File: src/hw/rtl/adbs_pkg.sv
// ----------------------------------------------------------------------------
// adbs_pkg
// Shared types and constants of the DMA burst sequencer: event and action
// codes, field widths and the item and result records.
// ----------------------------------------------------------------------------
`default_nettype none

package adbs_pkg;

	localparam int MAX_BURST = 16;
	localparam int LEN_BITS  = 20;
	localparam int ADDR_W    = 32;
	localparam int WORD_W    = 32;
	localparam int KIND_W    = 3;
	localparam int LEN_CODE_W = 4;
	localparam int BEAT_W    = $clog2(MAX_BURST + 1);
	localparam int NUM_KINDS = 1 << KIND_W;

	typedef enum logic [KIND_W-1:0] {
		KIND_CMD      = 3'd0,
		KIND_ADDR_ACK = 3'd1,
		KIND_RD_BEAT  = 3'd2,
		KIND_RD_TAKEN = 3'd3,
		KIND_WR_GIVEN = 3'd4,
		KIND_WR_ACK   = 3'd5,
		KIND_WR_RESP  = 3'd6,
		KIND_UNUSED   = 3'd7
	} kind_t;

	typedef enum logic [3:0] {
		ACT_IGNORED    = 4'd0,
		ACT_RD_ADDR    = 4'd1,
		ACT_RD_TAKE    = 4'd2,
		ACT_RD_DELIVER = 4'd3,
		ACT_WR_ADDR    = 4'd4,
		ACT_WR_REQ     = 4'd5,
		ACT_WR_SEND    = 4'd6,
		ACT_AWAIT      = 4'd7,
		ACT_DONE       = 4'd8
	} action_t;

	// Classified event as it waits between the front and the back.
	typedef struct packed {
		logic [NUM_KINDS-1:0] kind_oh;
		logic                 write_dir;
		logic [ADDR_W-1:0]    base_address;
		logic [LEN_BITS-1:0]  length_words;
		logic [WORD_W-1:0]    beat_word;
	} item_t;

	typedef struct packed {
		action_t               action;
		logic [ADDR_W-1:0]     burst_address;
		logic [LEN_CODE_W-1:0] burst_len_code;
		logic [WORD_W-1:0]     word_out;
		logic                  last_beat;
	} result_t;

endpackage

`default_nettype wire

File: src/hw/rtl/adbs_front.sv
// ----------------------------------------------------------------------------
// adbs_front
// Accepts handshake events, decodes their kind to one-hot and holds them in a
// four-entry queue until the sequencer takes them.
// ----------------------------------------------------------------------------
`default_nettype none

module adbs_front (
	input  wire logic                           clk,
	input  wire logic                           arst_n,
	input  wire logic                           push,
	output logic                                full,
	input  wire logic [adbs_pkg::KIND_W-1:0]    kind,
	input  wire logic                           write_dir,
	input  wire logic [adbs_pkg::ADDR_W-1:0]    base_address,
	input  wire logic [adbs_pkg::LEN_BITS-1:0]  length_words,
	input  wire logic [adbs_pkg::WORD_W-1:0]    beat_word,
	output logic                                q_valid,
	output adbs_pkg::item_t                     q_item,
	input  wire logic                           q_take
);

	localparam int DEPTH = 4;
	localparam int PTR_W = $clog2(DEPTH);

	adbs_pkg::item_t       mem_q [DEPTH];
	logic [PTR_W-1:0]      wr_ptr_q;
	logic [PTR_W-1:0]      rd_ptr_q;
	logic [PTR_W:0]        count_q;
	adbs_pkg::item_t       in_item;
	logic                  wr_en;
	logic                  rd_en;

	always_comb begin
		in_item.kind_oh      = adbs_pkg::NUM_KINDS'(1) << kind;
		in_item.write_dir    = write_dir;
		in_item.base_address = base_address;
		in_item.length_words = length_words;
		in_item.beat_word    = beat_word;
	end

	assign full    = (count_q == (PTR_W+1)'(DEPTH));
	assign q_valid = (count_q != '0);
	assign q_item  = mem_q[rd_ptr_q];
	assign wr_en   = push && !full;
	assign rd_en   = q_take && q_valid;

	always_ff @(posedge clk) begin
		if (wr_en) begin
			mem_q[wr_ptr_q] <= in_item;
		end
	end

	always_ff @(posedge clk or negedge arst_n) begin
		if (!arst_n) begin
			wr_ptr_q <= '0;
			rd_ptr_q <= '0;
			count_q  <= '0;
		end else begin
			if (wr_en) begin
				wr_ptr_q <= wr_ptr_q + 1'b1;
			end
			if (rd_en) begin
				rd_ptr_q <= rd_ptr_q + 1'b1;
			end
			case ({wr_en, rd_en})
				2'b10:   count_q <= count_q + 1'b1;
				2'b01:   count_q <= count_q - 1'b1;
				default: count_q <= count_q;
			endcase
		end
	end

endmodule

`default_nettype wire

File: src/hw/rtl/adbs_back.sv
// ----------------------------------------------------------------------------
// adbs_back
// Burst sequencer: takes one classified event per cycle while the result
// queue has room, advances the phase of the current command and places the
// resulting action in a two-entry result queue.
// ----------------------------------------------------------------------------
`default_nettype none

module adbs_back (
	input  wire logic               clk,
	input  wire logic               arst_n,
	input  wire logic               q_valid,
	input  wire adbs_pkg::item_t    q_item,
	output logic                    q_take,
	output logic                    empty,
	input  wire logic               pop,
	output adbs_pkg::result_t       head
);

	typedef enum logic [6:0] {
		PH_IDLE  = 7'b0000001,
		PH_ADDR  = 7'b0000010,
		PH_RBEAT = 7'b0000100,
		PH_RCONS = 7'b0001000,
		PH_WPROD = 7'b0010000,
		PH_WBEAT = 7'b0100000,
		PH_WRESP = 7'b1000000
	} phase_t;

	typedef struct packed {
		adbs_pkg::result_t             res;
		logic [adbs_pkg::BEAT_W-1:0]   beats;
	} burst_t;

	phase_t                              phase_q, phase_d;
	logic                                dir_q, dir_d;
	logic [adbs_pkg::ADDR_W-1:0]         start_q, start_d;
	logic [adbs_pkg::LEN_BITS-1:0]       done_q, done_d;
	logic [adbs_pkg::LEN_BITS-1:0]       left_q, left_d;
	logic [adbs_pkg::BEAT_W-1:0]         beats_q, beats_d;
	logic [adbs_pkg::BEAT_W-1:0]         idx_q, idx_d;

	logic [adbs_pkg::BEAT_W-1:0]         idx_inc;
	logic [adbs_pkg::LEN_BITS-1:0]       done_inc;
	logic [adbs_pkg::LEN_BITS-1:0]       left_dec;
	logic                                burst_end;
	burst_t                              ob_cur, ob_cnt, ob_cmd;
	adbs_pkg::result_t                   res;

	adbs_pkg::result_t                   out_q [2];
	logic                                out_wr_q;
	logic                                out_rd_q;
	logic [1:0]                          out_cnt_q;
	logic                                out_pop;

	function automatic burst_t open_burst(
		input logic                          dir,
		input logic [adbs_pkg::ADDR_W-1:0]   start,
		input logic [adbs_pkg::LEN_BITS-1:0] done,
		input logic [adbs_pkg::LEN_BITS-1:0] left
	);
		burst_t b;
		b = '0;
		if (left > adbs_pkg::LEN_BITS'(adbs_pkg::MAX_BURST)) begin
			b.beats = adbs_pkg::BEAT_W'(adbs_pkg::MAX_BURST);
		end else begin
			b.beats = left[adbs_pkg::BEAT_W-1:0];
		end
		b.res.action         = dir ? adbs_pkg::ACT_WR_ADDR : adbs_pkg::ACT_RD_ADDR;
		b.res.burst_address  = start + adbs_pkg::ADDR_W'({done, 2'b00});
		b.res.burst_len_code = adbs_pkg::LEN_CODE_W'(b.beats - 1'b1);
		return b;
	endfunction

	assign idx_inc   = idx_q + 1'b1;
	assign done_inc  = done_q + 1'b1;
	assign left_dec  = left_q - 1'b1;
	assign burst_end = (idx_inc >= beats_q);

	// Candidate bursts: the next one after the current counts, after
	// counting one more word, and the first one of a new command.
	assign ob_cur = open_burst(dir_q, start_q, done_q, left_q);
	assign ob_cnt = open_burst(dir_q, start_q, done_inc, left_dec);
	assign ob_cmd = open_burst(q_item.write_dir, q_item.base_address, '0,
		q_item.length_words);

	always_comb begin
		phase_d = phase_q;
		dir_d   = dir_q;
		start_d = start_q;
		done_d  = done_q;
		left_d  = left_q;
		beats_d = beats_q;
		idx_d   = idx_q;
		res     = '0;
		res.action = adbs_pkg::ACT_IGNORED;
		case (phase_q)
			PH_IDLE: begin
				if (q_item.kind_oh[adbs_pkg::KIND_CMD]) begin
					dir_d   = q_item.write_dir;
					start_d = q_item.base_address;
					left_d  = q_item.length_words;
					done_d  = '0;
					idx_d   = '0;
					beats_d = '0;
					if (q_item.length_words == '0) begin
						res.action = adbs_pkg::ACT_DONE;
					end else begin
						res     = ob_cmd.res;
						beats_d = ob_cmd.beats;
						phase_d = PH_ADDR;
					end
				end
			end
			PH_ADDR: begin
				if (q_item.kind_oh[adbs_pkg::KIND_ADDR_ACK]) begin
					if (dir_q) begin
						phase_d    = PH_WPROD;
						res.action = adbs_pkg::ACT_WR_REQ;
					end else begin
						phase_d    = PH_RBEAT;
						res.action = adbs_pkg::ACT_RD_TAKE;
					end
				end
			end
			PH_RBEAT: begin
				if (q_item.kind_oh[adbs_pkg::KIND_RD_BEAT]) begin
					phase_d      = PH_RCONS;
					res.action   = adbs_pkg::ACT_RD_DELIVER;
					res.word_out = q_item.beat_word;
				end
			end
			PH_RCONS: begin
				if (q_item.kind_oh[adbs_pkg::KIND_RD_TAKEN]) begin
					idx_d  = idx_inc;
					done_d = done_inc;
					left_d = left_dec;
					if (!burst_end) begin
						phase_d    = PH_RBEAT;
						res.action = adbs_pkg::ACT_RD_TAKE;
					end else if (left_dec != '0) begin
						res     = ob_cnt.res;
						beats_d = ob_cnt.beats;
						idx_d   = '0;
						phase_d = PH_ADDR;
					end else begin
						res.action = adbs_pkg::ACT_DONE;
						phase_d    = PH_IDLE;
					end
				end
			end
			PH_WPROD: begin
				if (q_item.kind_oh[adbs_pkg::KIND_WR_GIVEN]) begin
					phase_d       = PH_WBEAT;
					res.action    = adbs_pkg::ACT_WR_SEND;
					res.word_out  = q_item.beat_word;
					res.last_beat = burst_end;
				end
			end
			PH_WBEAT: begin
				if (q_item.kind_oh[adbs_pkg::KIND_WR_ACK]) begin
					idx_d  = idx_inc;
					done_d = done_inc;
					left_d = left_dec;
					if (!burst_end) begin
						phase_d    = PH_WPROD;
						res.action = adbs_pkg::ACT_WR_REQ;
					end else begin
						phase_d    = PH_WRESP;
						res.action = adbs_pkg::ACT_AWAIT;
					end
				end
			end
			PH_WRESP: begin
				if (q_item.kind_oh[adbs_pkg::KIND_WR_RESP]) begin
					if (left_q != '0) begin
						res     = ob_cur.res;
						beats_d = ob_cur.beats;
						idx_d   = '0;
						phase_d = PH_ADDR;
					end else begin
						res.action = adbs_pkg::ACT_DONE;
						phase_d    = PH_IDLE;
					end
				end
			end
			default: begin
				phase_d = PH_IDLE;
			end
		endcase
	end

	// One event a cycle as long as the result queue has room.
	assign q_take  = q_valid && (out_cnt_q != 2'd2);
	assign empty   = (out_cnt_q == 2'd0);
	assign out_pop = pop && !empty;
	assign head    = out_q[out_rd_q];

	always_ff @(posedge clk) begin
		if (q_take) begin
			out_q[out_wr_q] <= res;
		end
	end

	always_ff @(posedge clk or negedge arst_n) begin
		if (!arst_n) begin
			phase_q   <= PH_IDLE;
			dir_q     <= 1'b0;
			start_q   <= '0;
			done_q    <= '0;
			left_q    <= '0;
			beats_q   <= '0;
			idx_q     <= '0;
			out_wr_q  <= 1'b0;
			out_rd_q  <= 1'b0;
			out_cnt_q <= 2'd0;
		end else begin
			if (q_take) begin
				phase_q  <= phase_d;
				dir_q    <= dir_d;
				start_q  <= start_d;
				done_q   <= done_d;
				left_q   <= left_d;
				beats_q  <= beats_d;
				idx_q    <= idx_d;
				out_wr_q <= ~out_wr_q;
			end
			if (out_pop) begin
				out_rd_q <= ~out_rd_q;
			end
			case ({q_take, out_pop})
				2'b10:   out_cnt_q <= out_cnt_q + 1'b1;
				2'b01:   out_cnt_q <= out_cnt_q - 1'b1;
				default: out_cnt_q <= out_cnt_q;
			endcase
		end
	end

endmodule

`default_nettype wire

File: src/hw/rtl/axi_dma_burst_sequencer.sv
// ----------------------------------------------------------------------------
// axi_dma_burst_sequencer
// Splits DMA commands into incrementing bursts of up to 16 beats and answers
// every bus handshake event with exactly one action.
//
// Input channel: push/full. Each beat is one event: a command (direction,
// base address, length in words) or a handshake notice from the bus, the
// read consumer or the write producer. Events are held in a four-entry queue.
// Result channel: empty/pop. The oldest action sits on the result ports while
// empty is low; a two-entry queue holds finished actions.
// Throughput is one event per cycle while the result queue has room, set by
// the sequencer, which updates the phase and computes a burst address for
// each event it takes. An accepted event waits in the input queue until the
// sequencer takes it and registers its action into the result queue.
// When the receiver stops popping, the result queue fills, the sequencer
// holds, and the input queue raises full once its four entries are taken.
// Reset clears both queues and returns the sequencer to idle with no
// command in progress.
// ----------------------------------------------------------------------------
`default_nettype none

module axi_dma_burst_sequencer (
	input  wire logic                                clk,
	input  wire logic                                arst_n,
	input  wire logic                                push,
	output logic                                     full,
	input  wire logic [adbs_pkg::KIND_W-1:0]         kind,
	input  wire logic                                write_dir,
	input  wire logic [adbs_pkg::ADDR_W-1:0]         base_address,
	input  wire logic [adbs_pkg::LEN_BITS-1:0]       length_words,
	input  wire logic [adbs_pkg::WORD_W-1:0]         beat_word,
	output logic                                     empty,
	input  wire logic                                pop,
	output logic [3:0]                               action,
	output logic [adbs_pkg::ADDR_W-1:0]              burst_address,
	output logic [adbs_pkg::LEN_CODE_W-1:0]          burst_len_code,
	output logic [adbs_pkg::WORD_W-1:0]              word_out,
	output logic                                     last_beat
);

	logic               q_valid;
	logic               q_take;
	adbs_pkg::item_t    q_item;
	adbs_pkg::result_t  head;

	adbs_front u_front (
		.clk          (clk),
		.arst_n       (arst_n),
		.push         (push),
		.full         (full),
		.kind         (kind),
		.write_dir    (write_dir),
		.base_address (base_address),
		.length_words (length_words),
		.beat_word    (beat_word),
		.q_valid      (q_valid),
		.q_item       (q_item),
		.q_take       (q_take)
	);

	adbs_back u_back (
		.clk     (clk),
		.arst_n  (arst_n),
		.q_valid (q_valid),
		.q_item  (q_item),
		.q_take  (q_take),
		.empty   (empty),
		.pop     (pop),
		.head    (head)
	);

	assign action         = head.action;
	assign burst_address  = head.burst_address;
	assign burst_len_code = head.burst_len_code;
	assign word_out       = head.word_out;
	assign last_beat      = head.last_beat;

endmodule

`default_nettype wire

File: config.mk
export PLATFORM = sky130hd
export DESIGN_NAME = axi_dma_burst_sequencer
export DESIGN_NICKNAME = d
export VERILOG_FILES = /design/src/hw/rtl/adbs_pkg.sv /design/src/hw/rtl/adbs_front.sv /design/src/hw/rtl/adbs_back.sv /design/src/hw/rtl/axi_dma_burst_sequencer.sv
export SDC_FILE = /design/constraint.sdc
export NUM_CORES = 1
export LEC_CHECK = 0
export ABC_AREA = 0
export BUFFER_PORTS_ARGS = -buffer_cell sky130_fd_sc_hd__buf_2
export CORE_MARGIN = 10
export CORE_UTILIZATION = 48
export CTS_CLUSTER_SIZE = 14
export DETAILED_ROUTE_END_ITERATION = 10
export PLACE_DENSITY = 0.77
export SLEW_MARGIN = 20
export SYNTH_ARGS = -nofsm -noshare
export SYNTH_HDL_FRONTEND = slang
export SYNTH_HIERARCHICAL = 1
export SYNTH_SLANG_ARGS = --single-unit
File: constraint.sdc
create_clock -name clk -period 4.25 [get_ports clk]
set_input_delay 0.2125 -clock clk [delete_from_list [all_inputs] [get_ports clk]]
set_output_delay 0.2125 -clock clk [all_outputs]
set_load 0.05 [all_outputs]
==> impl_metrics.py, run 1 <==
metrics = {
    "drt": {
        "detail_route.iter0.violations": 1588,
        "wl_per_cell_um": 22.30,
        "drt.antenna.violating_nets": 0,
        "wl_met2_um": 32790,
        "routed_wl_um": 64960,
        "drc_errors": 0,
        "detail_route.first_pass.iterations": 5,
        "dr_total_vias": 16980,
        "met3WireLength_um": 3839,
        "routedLengthMet1_um": 26340,
        "top_layer_used_by_detailed_routing": "met4",
        "drt-vias-per-instance": 5.828,
    },
    "global_route": {
        "global_route.overflow_total": 0,
        "grt_pass1_vias": 17650,
        "initial_antenna_violation_count": 1,
        "grt_max_degree": 64,
        "gr-usage-all-layers": 0.1898,
        "wire_length_of_the_first_global_routing_pass_um": 100400,
    },
    "clock_network": {
        "clkLatencyLatePin_ps": 640,
        "cts_max_path_buffers": 3,
        "clkSlewWorstSetupHoldPaths_ps": 60,
        "cts_tree": "built",
        "tritoncts.num_buffers": 58,
        "clock_tree.htree_level_count": 2,
        "ctsRootBufferMaster": "sky130_fd_sc_hd__clkbuf_16",
        "numClockSinks": 615,
    },
    "worst_setup_path": {
        "timing_worst_setup_path_type": "register to register",
        "critical-path-slowest-cell": "sky130_fd_sc_hd__dfrtp_2",
        "slowest_delay_ps": 420,
        "setup.worst_path.end_class": "register",
        "worst_ep_required_time_ps": 4610,
        "crit_arrival_ps": 4340,
        "critPathMaxFanout": 9,
        "crit_path_start_kind": "register",
        "crit_chain": "nand4_1 > nor3_2 > and3_2 > and2_1 > nand2_1 > xnor2_1 > ha_1 > a21oi_1 > nor3b_1 > a21boi_1 > a41o_1 > a311oi_2 > buf_4 > or4_1 > nand3_1",
    },
    "floorplanning": {
        "initial_core_util": 0.4833,
        "floorplan.rows": 88,
        "num_io_pins": 167,
        "die-width_um": 260.6,
        "die-height_um": 260.6,
        "floorplan.die_area_sq_um": 67890,
        "coreArea_sq_um": 57480,
    },
    "timing": {
        "finalSetupViolCount": 0,
        "finalMaxSlewViolations": 0,
        "max_slew_margin_vs_limit": 0.3367,
        "clock-skew-final_ps": 37.76,
        "max_slew.worst_pin.slew_ps": 995.0,
        "hold_viol": 0,
        "setup_repair_after_global_routing_missed_its_margin": "no",
        "fin_setup_tns_ps": 0,
        "fmaxAchievable_mhz": 250.9,
        "final.period_utilization": 0.9378,
        "final_worst_path_period_need_ps": 3986,
    },
    "cells_and_area": {
        "flow.area_growth_from_synthesis_pct": 17.31,
        "fin_nets": 2251,
        "layout.cells.non_filler": 2913,
        "commonest_non_fill_non_tap_cell_in_the_layout": "sky130_fd_sc_hd__edfxtp_1",
        "layout.filler_cells": 4462,
        "most_used_cells_in_the_layout_excluding_fill_and_tap_cells": "sky130_fd_sc_hd__edfxtp_1 (514), sky130_fd_sc_hd__buf_2 (165), sky130_fd_sc_hd__mux2_2 (109)",
        "layout-drive-gt1-share": 0.2566,
    },
    "yosys": {
        "synth_area_per_cell_sq_um": 15.36,
        "yosysWarnings": 6,
        "synth_area_sq_um": 27780,
        "syn_inst": 1808,
        "synthesized_nets": 1962,
    },
    "power": {
        "power.switching_mw": 9.672,
        "power.share.clock": 0.210,
        "maximum_vdd_ir_drop_mv": 0.4181,
        "power_frac_seq": 0.390,
        "comb_power_share": 0.399,
        "pwr_density_cell_nw_per_um2": 767.3,
        "internal_power_mw": 15.33,
        "leakagePower_nw": 11.89,
        "power.switching_fraction": 0.3868,
    },
    "placed_design": {
        "port-buffer-count": 166,
        "placed_cells": 2707,
        "detailedPlacementHpwl_um": 42240,
        "place_congestion": 0.9192,
    },
    "hold_path": {
        "worst_hold_path_type": "primary input to register",
    },
    "outcome": {
        "run_status": "finished, final reports clean",
    },
    "flow_run": {
        "max_cap_viol_count": 0,
    },
}
## path summary, 6_finish.rpt
| kind | start | endpoint | slack (ps) | cells after the start |
|---|---|---|---|---|
| max | u_back/done_q[2] | u_back/out_q[1][65] | 260 | 15 |
| min | push | u_front/wr_ptr_q[0] | 60 | 3 |
| max reg2reg | u_back/done_q[2] | u_back/out_q[1][65] | 260 | 15 |
| min reg2reg | u_back/beats_q[1] | u_back/beats_q[1] | 520 | 1 |
| max in group asynchronous | arst_n | u_back/done_q[2] | 2810 | 3 |
| min in group asynchronous | arst_n | u_back/start_q[8] | 300 | 2 |
## routing by layer
| metal | up-vias | global-route usage |
|---|---|---|
| li1 | 7710 | - |
| met1 | 8548 | 0.2378 |
| met2 | 581 | 0.3288 |
| met3 | 137 | 0.03216 |
| met4 | 0 | 0.06572 |
| met5 | - | 0 |
## cell type report
cell class                      instances  area [sq um]  share of cell area
Sequential cell                       615         17980              0.5518
Multi-Input combinational cell       1081          9355              0.2871
Timing Repair Buffer                  303          2197             0.06743
Clock buffer                           82          1583             0.04858
Tap cell                              765         957.2             0.02938
Clock inverter                         28         367.9             0.01129
Inverter                               38         142.6            0.004378
Antenna cell                            1         2.502          0.00007680
## what timing repair did
| item | in CTS | in global routing |
|---|---|---|
| hold buffers | 91 | 0 |
| pin swaps | 0 | 2 |
| resized for setup | 1 | 17 |
| endpoints found under the hold margin | 423 | 0 |
| buffers inserted | 0 | 2 |
| setup endpoints to repair | 2 | 24 |
## registers in the layout (all words and copies together), names as in the netlist, 2 cells and up
register and count:
u_back/beats_q 5, u_back/done_q 20, u_back/idx_q 5, u_back/left_q 20, u_back/out_cnt_q 2, u_back/out_q 146, u_back/phase_q 7, u_back/start_q 32
u_front/count_q 3, u_front/mem_q 368, u_front/rd_ptr_q 2, u_front/wr_ptr_q 2
## power groups by stage
stage / Sequential, mW / Combinational [mW] / Clock (mW)
after detailed placement: 9.86 / 9.81 / 0
after global routing: 9.94 / 10.7 / 5.58
final: 9.76 / 9.99 / 5.26
after floorplan: 9.44 / 7.52 / 0
after CTS: 9.75 / 9.94 / 5.36
after global placement: 9.72 / 9.66 / 0
## metrics by stage
| stage | hold WS (ps) | total power [mW] | setup slack, ps | util | instance area (sq um) |
|---|---|---|---|---|---|
| final | 58.97 | 25.00 | 264.2 | 0.5669 | 32580 |
| after detailed placement | 413.4 | 19.67 | 63.93 | 0.5145 | 29570 |
| after CTS | 29.07 | 25.06 | 38.53 | 0.5644 | 32440 |
| after global routing | 55.52 | 26.18 | 19.24 | 0.5669 | 32580 |
| after floorplan | -83.09 | 16.96 | 23.65 | - | 27780 |
| after global placement | 395.9 | 19.38 | 143.2 | 0.5145 | 29570 |
## critical path: cells and delay by family (launching register included)
| family | cells | cell delay (ps) |
|---|---|---|
| and+or+nand+nor | 8 | 1480 |
| AOI/OAI and AO/OA | 4 | 1050 |
| adders and majority gates | 1 | 330 |
| DFF | 1 | 420 |
| buffers and inverters | 1 | 240 |
| xor gates and xnor gates | 1 | 200 |
No activity file was read; power rests on OpenSTA's default activity.
==> run 2, diff against run 1 <==
Settings changed: GPL_TIMING_DRIVEN set to 0.
==> run 2 against run 1 <==
Against the previous run:
- first-iteration DRC count fell by 8.5%
- clock power fell by 4%
- die area unchanged
- fmax down 3.3%
- power rose by 1.4%
- critical path type unchanged
- highest routed layer is now met5
==> impl_metrics.py, run 2 (synthesis gave the netlist of run 1 again) <==
metrics = {
    "outcome": {
        "run_status": "finished, final reports clean",
    },
    "cells_and_area": {
        "layout.filler_cells": 4438,
        "layout-drive-gt1-share": 0.2617,
        "largest_registers": "u_front/mem_q (368), u_back/out_q (146), u_back/start_q (32)",
        "flow.area_growth_from_synthesis_pct": 18.96,
        "commonest_non_fill_non_tap_cell_in_the_layout": "sky130_fd_sc_hd__edfxtp_1",
        "largest-register": "u_front/mem_q",
        "largest_register_ffs": 368,
        "most_used_cells_in_the_layout_excluding_fill_and_tap_cells": "sky130_fd_sc_hd__edfxtp_1 (514), sky130_fd_sc_hd__buf_2 (178), sky130_fd_sc_hd__mux2_2 (109)",
        "fin_nets": 2308,
        "stdcell_area_sq_um": 33040,
    },
    "power": {
        "power.share.clock": 0.199,
        "power.switching_fraction": 0.3962,
        "power.switching_mw": 10.05,
        "comb_power_share": 0.427,
        "pwr_density_cell_nw_per_um2": 767.6,
        "internal_power_mw": 15.32,
        "maximum_vdd_ir_drop_mv": 0.5612,
        "power_frac_seq": 0.373,
        "leakagePower_nw": 12.08,
    },
    "clock_network": {
        "ctsRootBufferMaster": "sky130_fd_sc_hd__clkbuf_16",
        "cts_max_path_buffers": 3,
        "tritoncts.num_buffers": 60,
        "clock_tree.htree_level_count": 2,
        "clkSlewWorstSetupHoldPaths_ps": 60,
        "clkLatencyLatePin_ps": 650,
        "numClockSinks": 615,
        "cts_tree": "built",
    },
    "flow_run": {
        "max_cap_viol_count": 0,
    },
    "floorplanning": {
        "floorplan.rows": 88,
        "initial_core_util": 0.4833,
        "die-width_um": 260.6,
        "num_io_pins": 167,
        "coreArea_sq_um": 57480,
        "floorplan.die_area_sq_um": 67890,
        "die-height_um": 260.6,
    },
    "placed_design": {
        "placedInstanceArea_sq_um": 29930,
        "port-buffer-count": 166,
        "detailedPlacementHpwl_um": 47580,
        "place_congestion": 0.9122,
    },
    "drt": {
        "routed_wl_um": 69320,
        "wl_met2_um": 34900,
        "top_layer_used_by_detailed_routing": "met5",
        "drc_errors": 0,
        "dr_total_vias": 17370,
        "drt-vias-per-instance": 5.845,
        "met3WireLength_um": 3976,
        "routedLengthMet1_um": 28570,
        "detail_route.first_pass.iterations": 5,
        "drt.antenna.violating_nets": 0,
        "detail_route.iter0.violations": 1453,
        "wl_per_cell_um": 23.32,
    },
    "worst_setup_path": {
        "crit_path_start_kind": "register",
        "regToRegSetupSlack_ps": 130,
        "crit_chain": "buf_6 > buf_12 > buf_12 > mux4_2 > or4_1 > nor4_2 > nand3_1 > or3_4 > nor2b_1 > clkbuf_4 > clkbuf_8 > a22oi_1 > o21ai_0",
        "cp_num_buf_inv": 5,
        "worst_ep_required_time_ps": 4570,
        "slowest_delay_ps": 570,
        "setup.worst_path.end_class": "register",
        "critPathTopFamily": "simple AND/OR/NAND/NOR gates",
        "critPathMostFrequentCell": "sky130_fd_sc_hd__buf_12",
        "crit-reg2reg-capture": "u_back/out_q[1][41]",
        "ff2ff_path_depth": 13,
        "crit_arrival_ps": 4440,
        "timing_worst_setup_path_type": "register to register",
        "critPathMaxFanout": 10,
        "crit-reg2reg-launch": "u_front/rd_ptr_q[0]",
        "critical-path-slowest-cell": "sky130_fd_sc_hd__mux4_2",
    },
    "global_route": {
        "initial_antenna_violation_count": 2,
        "grt_pass1_vias": 17650,
        "grt_max_degree": 52,
        "global_route.overflow_total": 0,
        "wire_length_of_the_first_global_routing_pass_um": 105900,
        "gr-usage-all-layers": 0.2030,
    },
    "timing": {
        "final_worst_path_period_need_ps": 4121,
        "final.period_utilization": 0.9696,
        "finalSetupViolCount": 0,
        "fin_setup_tns_ps": 0,
        "max_slew_margin_vs_limit": 0.3236,
        "hold_viol": 0,
        "finalMaxSlewViolations": 0,
        "clock-skew-final_ps": 33.06,
        "max_slew.worst_pin.slew_ps": 1011,
        "fmaxAchievable_mhz": 242.7,
    },
    "hold_path": {
        "worst_hold_path_type": "primary input to register",
        "timing.hold.worst_endpoint": "u_front/wr_ptr_q[0]",
        "hold_path_startpoint": "push",
        "worst_hold_path.num_cells": 3,
    },
}
## run 2: routing by layer
metal | track usage | vias to the layer above
met2 | 0.3432 | 577
met1 | 0.2639 | 8830
met3 | 0.03487 | 121
met5 | 0 | -
li1 | - | 7842
met4 | 0.06410 | 2
## run 2: worst max path at each step
stage                               end  slack [ps]                 from  cells after the start
floorplan            u_back/out_q[0][0]          20   u_front/count_q[0]                      3
global placement    u_back/out_q[0][54]       -2430   u_front/count_q[0]                      3
detailed placement  u_back/out_q[1][62]        -820     u_back/done_q[1]                     15
CTS                 u_back/out_q[1][65]           2     u_back/done_q[2]                     16
global route        u_back/out_q[0][60]         -60     u_back/done_q[0]                     16
finish              u_back/out_q[1][41]         130  u_front/rd_ptr_q[0]                     13
## run 2: power groups by stage
stage,combinational (mW),clock (mW),sequential (mW)
detailed placement,10.7,0,9.55
finish,10.8,5.06,9.47
floorplan,7.52,0,9.44
global placement,9.97,0,9.57
global route,11.6,5.40,9.62
CTS,10.9,5.16,9.45
## run 2: through the flow
step / hold WS [ps] / power [mW] / setup slack (ps) / util / instances
2_1_floorplan: -83.09 / 16.96 / 23.65 / - / 1808
3_3_place_gp: 422.2 / 19.54 / -2428 / 0.5144 / 2739
3_5_place_dp: 203.0 / 20.26 / -823.7 / 0.5208 / 2752
4_1_cts: 22.26 / 25.49 / 1.806 / 0.5715 / 2959
5_1_grt: 55.92 / 26.58 / -60.53 / 0.5749 / 2971
6_report: 62.00 / 25.36 / 129.2 / 0.5749 / 2972
## run 2: area by class of cell
cell class	instances	area (sq um)	share of cell area
sequential	615	17970	0.5438
multi-input combinational	1081	9420	0.2851
timing repair buffer	285	2216	0.06706
clock buffer	78	1589	0.04809
tap	765	957.2	0.02897
buffer	73	457.9	0.01386
clock inverter	35	286.5	0.008671
inverter	38	142.6	0.004317
antenna	2	5.005	0.0001515
## run 2: worst register-to-register path, stage by stage (launching register included)
cell and delay [ps]:
sky130_fd_sc_hd__dfrtp_1 340, sky130_fd_sc_hd__buf_6 130, sky130_fd_sc_hd__buf_12 180, sky130_fd_sc_hd__buf_12 200
sky130_fd_sc_hd__mux4_2 580, sky130_fd_sc_hd__or4_1 510, sky130_fd_sc_hd__nor4_2 230, sky130_fd_sc_hd__nand3_1 200
sky130_fd_sc_hd__or3_4 440, sky130_fd_sc_hd__nor2b_1 160, sky130_fd_sc_hd__clkbuf_4 220, sky130_fd_sc_hd__clkbuf_8 220
sky130_fd_sc_hd__a22oi_1 210, sky130_fd_sc_hd__o21ai_0 190
## run 2: what timing repair did
item                                   4_1_cts  5_1_grt
hold buffers                                91        0
endpoints found under the hold margin      461        0
pin swaps                                    4        8
gates cloned                                 0        0
buffers inserted                             4       11
setup endpoints to repair                   83       70
gates resized for setup                     25       26
